**config.mk**
```make
export PLATFORM = sky130hd
export DESIGN_NAME = seven_bit_dictionary_unpacker
export DESIGN_NICKNAME = d
export VERILOG_FILES = /design/src/design/sbdu_pkg.sv /design/src/design/sbdu_unpack.sv /design/src/design/sbdu_lookup.sv /design/src/design/seven_bit_dictionary_unpacker.sv
export SDC_FILE = /design/constraint.sdc
export NUM_CORES = 1
export LEC_CHECK = 0
export BUFFER_PORTS_ARGS = -buffer_cell sky130_fd_sc_hd__buf_2
export CORE_AREA = 4 4 349 351
export DETAILED_ROUTE_END_ITERATION = 10
export DIE_AREA = 0 0 353 355
export PLACE_DENSITY = 0.5
export SLEW_MARGIN = 30
export SYNTH_ARGS = -nofsm -noshare
export SYNTH_HDL_FRONTEND = slang
export SYNTH_HIERARCHICAL = 1
export SYNTH_SLANG_ARGS = --single-unit
```
**constraint.sdc**
```tcl
create_clock -name clk_i -period 3.4 [get_ports clk_i]
set_clock_uncertainty 0.1 [all_clocks]
set_input_delay 0.17 -clock clk_i [delete_from_list [all_inputs] [get_ports clk_i]]
set_output_delay 0.17 -clock clk_i [all_outputs]
set_load 0.01 [all_outputs]
```
**src/design/sbdu_pkg.sv**
```systemverilog
// ----------------------------------------------------------------------------
// sbdu_pkg: shared types and helpers for the seven-bit dictionary unpacker
// Code and character types, the beat opcode, the lookup request struct and
// the code assembly function.
// ----------------------------------------------------------------------------
`default_nettype none

package sbdu_pkg;

  typedef logic [6:0] code_t;
  typedef logic [7:0] char_t;
  typedef logic [2:0] phase_t;

  typedef enum logic {
    OpLoad   = 1'b0,
    OpDecode = 1'b1
  } op_e;

  localparam code_t  CodeEnd   = 7'd127;
  localparam phase_t LastPhase = 3'd6;   // seventh byte of a group

  // One pending dictionary lookup.
  typedef struct packed {
    code_t code;
    logic  last;
  } lookup_req_t;

  // Rebuild the code finished by the byte at phase p (0..6).
  function automatic code_t assemble_code(phase_t p, code_t carry, char_t b);
    logic [7:0]  mask;
    logic [13:0] hi;
    logic [7:0]  lo;
    mask = (8'd1 << p) - 8'd1;
    hi   = {7'd0, carry & mask[6:0]} << (3'd7 - p);
    lo   = b >> ({1'b0, p} + 4'd1);
    return hi[6:0] | lo[6:0];
  endfunction

endpackage

`default_nettype wire

```
**src/design/sbdu_unpack.sv**
```systemverilog
// ----------------------------------------------------------------------------
// sbdu_unpack: code assembly and lookup request queue
// Tracks group phase, carry bits and the stop flag, and holds the one or
// two codes of the current byte until the lookup stage takes them.
// ----------------------------------------------------------------------------
`default_nettype none

module sbdu_unpack (
  input  wire logic                 clk_i,
  input  wire logic                 rst_ni,
  input  wire logic                 dec_fire_i,
  input  wire sbdu_pkg::char_t      packed_byte_i,
  input  wire logic                 issue_i,
  output logic                      req_valid_o,
  output sbdu_pkg::lookup_req_t     req_o
);
  import sbdu_pkg::*;

  phase_t phase_q, phase_d;
  code_t  carry_q, carry_d;
  logic   stopped_q, stopped_d;
  logic   job_valid_q, job_valid_d;
  logic   sel_q, sel_d;
  logic   two_q, two_d;
  code_t  code0_q, code0_d;
  code_t  code1_q, code1_d;

  phase_t p;
  code_t  first_code;
  code_t  second_code;

  always_comb begin
    p           = (phase_q > LastPhase) ? '0 : phase_q;
    first_code  = assemble_code(p, carry_q, packed_byte_i);
    second_code = packed_byte_i[6:0];

    phase_d     = phase_q;
    carry_d     = carry_q;
    stopped_d   = stopped_q;
    job_valid_d = job_valid_q;
    sel_d       = sel_q;
    two_d       = two_q;
    code0_d     = code0_q;
    code1_d     = code1_q;

    // Drain the current job.
    if (issue_i) begin
      if (!sel_q && two_q) begin
        sel_d = 1'b1;
      end else begin
        job_valid_d = 1'b0;
      end
    end

    // New decode beat; dropped once stopped.
    if (dec_fire_i && !stopped_q) begin
      job_valid_d = 1'b1;
      sel_d       = 1'b0;
      code0_d     = first_code;
      code1_d     = second_code;
      if (first_code == CodeEnd) begin
        two_d     = 1'b0;
        stopped_d = 1'b1;
      end else if (p == LastPhase) begin
        two_d     = 1'b1;
        phase_d   = '0;
        carry_d   = second_code;
        stopped_d = (second_code == CodeEnd);
      end else begin
        two_d     = 1'b0;
        phase_d   = p + 3'd1;
        carry_d   = second_code;
      end
    end
  end

  always_ff @(posedge clk_i or negedge rst_ni) begin
    if (!rst_ni) begin
      phase_q     <= '0;
      carry_q     <= '0;
      stopped_q   <= 1'b0;
      job_valid_q <= 1'b0;
      sel_q       <= 1'b0;
      two_q       <= 1'b0;
    end else begin
      phase_q     <= phase_d;
      carry_q     <= carry_d;
      stopped_q   <= stopped_d;
      job_valid_q <= job_valid_d;
      sel_q       <= sel_d;
      two_q       <= two_d;
    end
  end

  always_ff @(posedge clk_i) begin
    code0_q <= code0_d;
    code1_q <= code1_d;
  end

  assign req_valid_o = job_valid_q;
  assign req_o.code  = sel_q ? code1_q : code0_q;
  assign req_o.last  = sel_q || !two_q;

endmodule

`default_nettype wire

```
**src/design/sbdu_lookup.sv**
```systemverilog
// ----------------------------------------------------------------------------
// sbdu_lookup: dictionary memory and result register
// 128 x 8 dictionary with one write and one registered read per cycle;
// the read data register doubles as the output register.
// ----------------------------------------------------------------------------
`default_nettype none

module sbdu_lookup (
  input  wire logic                 clk_i,
  input  wire logic                 rst_ni,
  input  wire logic                 wr_en_i,
  input  wire sbdu_pkg::code_t      wr_index_i,
  input  wire sbdu_pkg::char_t      wr_value_i,
  input  wire logic                 req_valid_i,
  input  wire sbdu_pkg::lookup_req_t req_i,
  output logic                      issue_o,
  output logic                      out_valid_o,
  input  wire logic                 out_ready_i,
  output sbdu_pkg::char_t           out_char_o,
  output logic                      end_seen_o,
  output logic                      last_o
);
  import sbdu_pkg::*;

  char_t mem [128];

  char_t rd_q;
  logic  end_q;
  logic  last_q;
  logic  valid_q;

  assign issue_o = req_valid_i && (!valid_q || out_ready_i);

  // Read-before-write on a same-cycle collision.
  always_ff @(posedge clk_i) begin
    if (wr_en_i) begin
      mem[wr_index_i] <= wr_value_i;
    end
    if (issue_o) begin
      rd_q   <= mem[req_i.code];
      end_q  <= (req_i.code == CodeEnd);
      last_q <= req_i.last;
    end
  end

  always_ff @(posedge clk_i or negedge rst_ni) begin
    if (!rst_ni) begin
      valid_q <= 1'b0;
    end else if (issue_o) begin
      valid_q <= 1'b1;
    end else if (out_ready_i) begin
      valid_q <= 1'b0;
    end
  end

  assign out_valid_o = valid_q;
  assign out_char_o  = end_q ? '0 : rd_q;
  assign end_seen_o  = end_q;
  assign last_o      = end_q || last_q;

endmodule

`default_nettype wire

```
**src/design/seven_bit_dictionary_unpacker.sv**
```systemverilog
// ----------------------------------------------------------------------------
// seven_bit_dictionary_unpacker: dictionary-based 7-bit code unpacker
// Input beats either load a dictionary slot (op = 0) or bring one byte of a
// stream of 7-bit codes packed MSB-first, eight codes per seven bytes
// (op = 1). Each finished code is looked up and the character is emitted;
// code 127 ends the stream with an end beat (end_seen = 1, out_char = 0).
//
// Channels: valid/ready on input and output. last marks the final output
// beat caused by an input beat.
// Each code is registered in the unpacker, then its character in the lookup.
// Throughput: one input beat per cycle while the output is not stalled; the
// seventh byte of a group yields two characters and holds the input until
// its second lookup issues. The single read port of the dictionary sets
// this: one lookup per cycle.
// Reset: group phase, carry and stop flag clear; the dictionary keeps its
// contents and must be loaded before codes that use it arrive.
// Stall: while the receiver holds ready low the result register keeps its
// beat, one pending lookup waits, and the input side stops taking beats.
// After the end code, decode beats are taken and dropped until reset;
// load beats still write the dictionary.
// ----------------------------------------------------------------------------
`default_nettype none

module seven_bit_dictionary_unpacker (
  input  wire logic             clk_i,
  input  wire logic             rst_ni,
  input  wire logic             in_valid_i,
  output logic                  in_ready_o,
  input  wire logic             op_i,
  input  wire sbdu_pkg::code_t  table_index_i,
  input  wire sbdu_pkg::char_t  table_value_i,
  input  wire sbdu_pkg::char_t  packed_byte_i,
  output logic                  out_valid_o,
  input  wire logic             out_ready_i,
  output sbdu_pkg::char_t       out_char_o,
  output logic                  end_seen_o,
  output logic                  last_o
);
  import sbdu_pkg::*;

  logic        in_fire;
  logic        dec_fire;
  logic        load_fire;
  logic        req_valid;
  lookup_req_t req;
  logic        issue;

  // Take a new beat when no job is pending or the pending job issues its
  // final lookup this cycle, so a load never overtakes an earlier decode.
  assign in_ready_o = !req_valid || (issue && req.last);
  assign in_fire    = in_valid_i && in_ready_o;
  assign dec_fire   = in_fire && (op_e'(op_i) == OpDecode);
  assign load_fire  = in_fire && (op_e'(op_i) == OpLoad);

  sbdu_unpack u_unpack (
    .clk_i        (clk_i),
    .rst_ni       (rst_ni),
    .dec_fire_i   (dec_fire),
    .packed_byte_i(packed_byte_i),
    .issue_i      (issue),
    .req_valid_o  (req_valid),
    .req_o        (req)
  );

  sbdu_lookup u_lookup (
    .clk_i       (clk_i),
    .rst_ni      (rst_ni),
    .wr_en_i     (load_fire),
    .wr_index_i  (table_index_i),
    .wr_value_i  (table_value_i),
    .req_valid_i (req_valid),
    .req_i       (req),
    .issue_o     (issue),
    .out_valid_o (out_valid_o),
    .out_ready_i (out_ready_i),
    .out_char_o  (out_char_o),
    .end_seen_o  (end_seen_o),
    .last_o      (last_o)
  );

endmodule

`default_nettype wire
```
* After elaboration in Yosys (flattened, before gate mapping)
Memory sizes are Yosys's and may differ from the RTL's. A register that Yosys moved wholly into a read port is not among the register bits. Cells that the tools add are included.
Word-level totals: register bits 31, bits in writable memories 1024, bits of input ports 28, output and inout port bits 12, word-level logic and storage cells 71, memories 1
Operators by class: add/sub/neg operators 4, order comparisons 1, equal/unequal tests 5, shift operators 3, multiplexer cells 18, bitwise operators 4, reduce and logical (&&, ||, !) cells 24
Memories:
- u_lookup.mem | words 128, bits a word 8, rd ports 1, clocked after Yosys merged registers in 1, write ports 1, RTL line sbdu_lookup.sv:25 | char_t mem [128];
Operators with widths (count):
- $eq 7x7->1 const B | 3
- $mux 1 | 14
- $mux 8 | 1
- $reduce_and 2->1 | 4
- $reduce_bool 2->1 | 4
- $shr 8x4->7 | 1
- $and 7x7->7 | 1
- $logic_and 1x1->1 | 7
- $mux 7 | 1
- $or 7x7->7 | 1
- $shl 1x3->7 const A | 1
- $shl 7x3->7 | 1
- $sub 7x1->7 const B | 1
- $mux 3 | 2
- $logic_not 1->1 | 5
- $add 3x1->4 const B | 1
- $logic_or 1x1->1 | 4
- $add 3x1->3 const B | 1
- $eq 3x3->1 const B | 1
- $gt 3x3->1 const B | 1
- $sub 3x3->3 const A | 1
- $ne 2x2->1 const B | 1
- $not 1->1 | 2

* Longest topological paths before layout
depth in word-level cells 10, gate-level depth with buffers 13, depth with buffers taken out 12

* Modules after synthesis
The synthesis kept the hierarchy.
By module, submodules not included:
- sbdu_lookup | times used 1, cells an instance 2016, area each 40598.9 µm², sequential area each 31074.8 µm²
- sbdu_unpack | times used 1, cells an instance 179, area each 1863.0 µm², sequential area each 770.7 µm²
- seven_bit_dictionary_unpacker | times used 1, cells an instance 3, area each 25.0 µm², sequential area each 0.0 µm²

* Least setup slack after synthesis
Ideal clock, no wire load.
path kind flip-flop to flip-flop, start point register u_unpack.phase_q[2], end point register u_unpack.phase_q[0], library setup time 0.125 ns, arrival time 3.236 ns, required time 3.175 ns, setup slack -0.061 ns, stages on the path, launching flop included 14, buffers on the path 2, period minus slack after synthesis 3.461 ns, path through dfrtp_1 -> ha_1 -> buf_6 -> nand2b_1 -> buf_2 -> or3_1 -> ha_1 -> or4b_1 -> o32ai_2 -> nor3_1 -> o32ai_2 -> and4_4 -> a21oi_4 -> mux2_4
On the way: word-level cells in the longest chain between the ends 10, elaborated cells on any way between the ends 16, classes of those cells add/sub: 4; order compare: 1; eq/ne: 2; shift: 3; mux: 2; bitwise: 3; reduce/logical: 1
Ends and longest elaborated chain:
- from (decl) | RTL line sbdu_unpack.sv:19 | phase_t phase_q, phase_d;
- from (signal assigned) | RTL line sbdu_unpack.sv:86 | phase_q <= phase_d;
- $gt 3x3->1 | RTL line sbdu_unpack.sv:33 | p = (phase_q > LastPhase) ? '0 : phase_q;
- $mux 3 (*) | RTL line sbdu_unpack.sv:33
- $shl 1x3->7 | RTL line sbdu_pkg.sv:33 | mask = (8'd1 << p) - 8'd1;
- $sub 7x1->7 | RTL line sbdu_pkg.sv:33
- $and 7x7->7 | RTL line sbdu_pkg.sv:34 | hi = {7'd0, carry & mask[6:0]} << (3'd7 - p);
- $shl 7x3->7 | RTL line sbdu_pkg.sv:34
- $or 7x7->7 (*) | RTL line sbdu_pkg.sv:36 | return hi[6:0] | lo[6:0];
- named net u_unpack.first_code[5] | RTL line sbdu_unpack.sv:29 | code_t first_code;
- $eq 7x7->1 (*) | RTL line sbdu_unpack.sv:61 | if (first_code == CodeEnd) begin
- $not 1->1 (no line) (*)
- $reduce_and 2->1 (no line) (*)
Mark *: on every way through the listed nets, which the timed path passes. The rest lies on a longest branch. A chain may end at the register's enable or synchronous reset.

* Final worst setup path
start point register u_unpack.phase_q[1], end point register u_unpack.carry_q[4]
On the way: word-level cells in the longest chain between the ends 10, elaborated cells on any way between the ends 13, classes of those cells add/sub: 3; order compare: 1; eq/ne: 1; shift: 3; mux: 1; bitwise: 3; reduce/logical: 1
Ends and longest elaborated chain:
- $gt 3x3->1 | RTL line sbdu_unpack.sv:33
- $mux 3 (*) | RTL line sbdu_unpack.sv:33
- $shl 1x3->7 | RTL line sbdu_pkg.sv:33
- $sub 7x1->7 | RTL line sbdu_pkg.sv:33
- $and 7x7->7 | RTL line sbdu_pkg.sv:34
- $shl 7x3->7 | RTL line sbdu_pkg.sv:34
- $or 7x7->7 (*) | RTL line sbdu_pkg.sv:36
- named net u_unpack.first_code[5] | RTL line sbdu_unpack.sv:29
- $eq 7x7->1 (*) | RTL line sbdu_unpack.sv:61
- $not 1->1 (no line) (*)
- $reduce_and 2->1 (no line) (*)
- to (signal assigned) | RTL line sbdu_unpack.sv:87 | carry_q <= carry_d;
- to (decl) | RTL line sbdu_unpack.sv:20 | code_t carry_q, carry_d;
Marks and branches as above.

==> out/qor.tcl <==
set qor(yosys_warnings) 6
set qor(cts_htree_levels) 3
set qor(globalRouteOverflowTotal) 0
set qor(synth.top_cell.area_share_pct) 74.1
set qor(power.leakage_nw) 16.6
set qor(synth_cells) 2198
set qor(synth_unique_cells) 62
set qor(fmaxAchievable_mhz) 300
set qor(drcViolationCount) 0
set qor(worstPathArrival_ns) 3.81
set qor(cts_root_buffer) {clkbuf_16}
set qor(path_delay_family) {simple AND/OR/NAND/NOR gates}
set qor(drt_wl_total_mm) 110
set qor(setup.worst_path.end_class) {flop}
set qor(antenna_found_initial) 6
set qor(layout.nets) 2569
set qor(clk_transition_reported_paths_ns) 0.06
set qor(synthArstFlopShare_pct) 1.41
set qor(synth.top_cells.by_area) {edfxtp_1 (74%), mux4_2 (9.9%), mux2i_1 (4.5%), nor2_1 (1.7%), dfrtp_1 (0.88%)}
set qor(worst_slew_pin_slew_ns) 0.923
set qor(synth_enable_flop_cells) 1048
set qor(ys_seq_elements) 1063
set qor(dieHeight_um) 355
set qor(min_delay_path_depth) 1
set qor(post_drt_wl_per_cell_um) 26.5
set qor(drtAntennaViolNets) 0
set qor(mean_post_synth_cell_area_um2) 19.3
set qor(maxCapViolations) 0
set qor(min_to) {u_lookup/mem[51][5]}
set qor(timing.critical_path.fanout_max) 5
set qor(min-delay-start) {table_value_i[5]}
set qor(critPathRequiredTime_ns) 3.87
set qor(numCtsBuffers) 109
set qor(core_region_area_mm2) 0.119
set qor(floorplan.initialDensity_pct) 35.7
set qor(ioPinCount) 40
set qor(maximum_number_of_pins_on_one_net_before_global_route_repair) 128
set qor(timing.final.crit_period_ns) 3.34
set qor(layout.cells.non_filler) 4171
set qor(yosys-top-cells-count) {edfxtp_1 (1048), mux2i_1 (190), nor2_1 (189)}
set qor(vias_per_cell) 5.31
set qor(cts-root-to-sink-buffers) 3
set qor(worst_setup_path_start_kind) {flop}
set qor(fin_util_pct) 42.1
set qor(vdd_ir_drop_max_mv) 0.510
set qor(report.final.setup_viol) 0
set qor(placement.io_buffers) 39
set qor(tritoncts) {built}
set qor(design_area_mm2) 0.0501
set qor(sequential_fraction_of_the_synthesis_area_pct) 75.0
set qor(placed_cell_area_mm2) 0.0464
set qor(synthDominantAreaCellType) {edfxtp_1}
set qor(finalHoldWorstSlack_ns) 0.0123
set qor(dp_hpwl_mm) 70.2
set qor(slew_violations) 0
set qor(timing.rr.end) {u_unpack/carry_q[4]}
set qor(rows) 127
set qor(drt-pass1-iter-count) 5
set qor(reg2reg_setup_slack_ns) 0.06
set qor(cp_slowest_cell) {or4b_1}
set qor(syn-num-nets) 2229
set qor(rr_worst_depth) 11
set qor(vias) 22200
set qor(gp_congestion) 0.834
set qor(die_w_um) 353
set qor(first_pass_grt_wire_length_mm) 161
set qor(final_min_period_over_clock_period_pct) 98.2
set qor(clock_sink_count) 1063
set qor(fin_ws_ns) 0.0629
set qor(initialDrtViolationCount) 2215
set qor(final-hold-violation-count) 0
set qor(fp.dieArea_mm2) 0.125
set qor(area_overhead_vs_synth_pct) 17.9
set qor(insertion_delay_ns) 0.68
set qor(critPathMostFrequentCell) {o32ai_2}
set qor(timing.rr.start) {u_unpack/phase_q[1]}
set qor(count_of_placed_standard_cells_including_taps) 3955
set qor(drive_gt1_share_pct) 28.0
set qor(cell_by_cell_listing_of_the_critical_path) {ha_4 -> nand2b_1 -> or3_1 -> ha_1 -> or4b_1 -> o32ai_2 -> nor3_1 -> o32ai_2 -> and4_4 -> a21oi_4 -> mux2_4}
set qor(worstSetupPathType) {flop to flop}
set qor(via_count_of_the_first_global_routing_pass) 22900
set qor(cell_with_the_most_instances_after_synthesis) {edfxtp_1}
set qor(grt.total_usage_pct) 17.4
set qor(status) {complete, no violations}
set qor(slew_hr_pct) 36.9
set qor(worst_path_bufs_invs) 0
set qor(synthFlopType) {edfxtp_1}
set qor(min-delay-path-class) {input pin to flop}
set qor(setup_slack_at_placement_ns) -0.121
set qor(synthesis.area_mm2) 0.0425
set qor(cpPeakStageDelay_ns) 0.48
set qor(power.density_mw_per_mm2) 743
[power breakdown]
| part | internal [mW] | switching, mW | leakage [nW] |
|---|---|---|---|
| Sequential | 14.7 | 0.198 | 9.60 |
| Combinational | 4.81 | 6.02 | 5.35 |
| Clock | 6.55 | 4.92 | 1.63 |
[worst max path at each step]
stage / startpoint / end / slack [ns] / cells after the start
2_1_floorplan: u_unpack/phase_q[2] / u_unpack/phase_q[0] / 0.009 / 13
3_3_place_gp: u_unpack/sel_q / u_lookup/rd_q[0] / -0.22 / 10
3_5_place_dp: u_unpack/sel_q / u_lookup/rd_q[4] / -0.12 / 7
4_1_cts: u_unpack/sel_q / u_lookup/rd_q[7] / 0.04 / 7
5_1_grt: u_unpack/phase_q[1] / u_unpack/carry_q[4] / -0.03 / 11
6_report: u_unpack/phase_q[1] / u_unpack/carry_q[4] / 0.06 / 11
[sequential cells by signal, summed over array words and instances (netlist names)]
register,cells
u_unpack/phase_q,3
u_unpack/code1_q,7
u_lookup/out_valid_o,1
u_lookup/rd_q,8
u_unpack/stopped_q,1
u_unpack/sel_q,1
u_lookup/end_seen_o,1
u_unpack/two_q,1
u_lookup/mem,1024
u_unpack/carry_q,7
u_unpack/code0_q,7
u_lookup/last_q,1
u_unpack/req_valid_o,1
[cell type report]
type,count,area [um^2]
sequential,1063,31800
tap,1548,1940
multi-input combinational,1008,10000
inverter,5,18.8
antenna,2,5.00
clock buffer,133,2820
clock inverter,61,568
timing repair buffer,351,2880
fill,10500,68900
[routing by layer]
layer | global-route usage [%] | vias to the layer above | routed length (um)
met5 | 0 | - | 39
met4 | 4.24 | 6 | 2010
met3 | 2.93 | 120 | 6090
met2 | 27.9 | 620 | 52100
met1 | 25.1 | 11800 | 50200
li1 | - | 9634 | -
[placed cells by master, fill, tap and decap left out, drive strengths merged, types with 6 or more instances in the layout]
master,synthesis,routed
edfxtp,1048,1048
buf,79,335
mux2i,190,190
nor2,190,190
mux4,186,186
clkbuf,45,133
nand2,54,54
clkinv,0,43
nor2b,41,41
mux2,35,36
o22ai,32,32
a21oi,27,28
nand3,26,26
a22oi,25,25
o21ai,21,21
nand2b,21,21
a211oi,17,17
a2111oi,17,17
dlygate4sd3,0,16
a22o,16,16
dfrtp,15,15
a31o,15,15
nand4,12,12
nor3,11,11
o32ai,11,11
inv,5,10
bufinv,0,9
nor4,8,8
nor4b,8,8
nand3b,6,6
[worst reg2reg max path: stages (launching register included)]
cell and delay, ns:
dfrtp_1 0.45, ha_4 0.20, nand2b_1 0.15, or3_1 0.33, ha_1 0.22, or4b_1 0.48, o32ai_2 0.12, nor3_1 0.10
o32ai_2 0.32, and4_4 0.32, a21oi_4 0.11, mux2_4 0.33
[kinds of logic after synthesis]
family          share of synthesized area (%)
fa+ha+maj                              0.0884
buf+inv                                  1.80
mux                                      15.3
simple gates                             4.38
flops                                    75.0
compound gates                           3.43
[timing repair]
item,4_1_cts,5_1_grt
cloned,0,2
hold buffers,16,0
pin swaps,0,5
hold endpoints to repair,95,0
gates resized for setup,2,12
buffers inserted,0,2
endpoints found under the setup margin,2,14
[per-stage QoR]
stage	power [mW]	TNS, ns
5_1_grt	38.7	-0.114
6_report	37.2	0
3_3_place_gp	25.8	-0.324
2_1_floorplan	21.6	0
4_1_cts	37.4	0
3_5_place_dp	25.8	-0.160
Power figures use the tool's default switching activity.
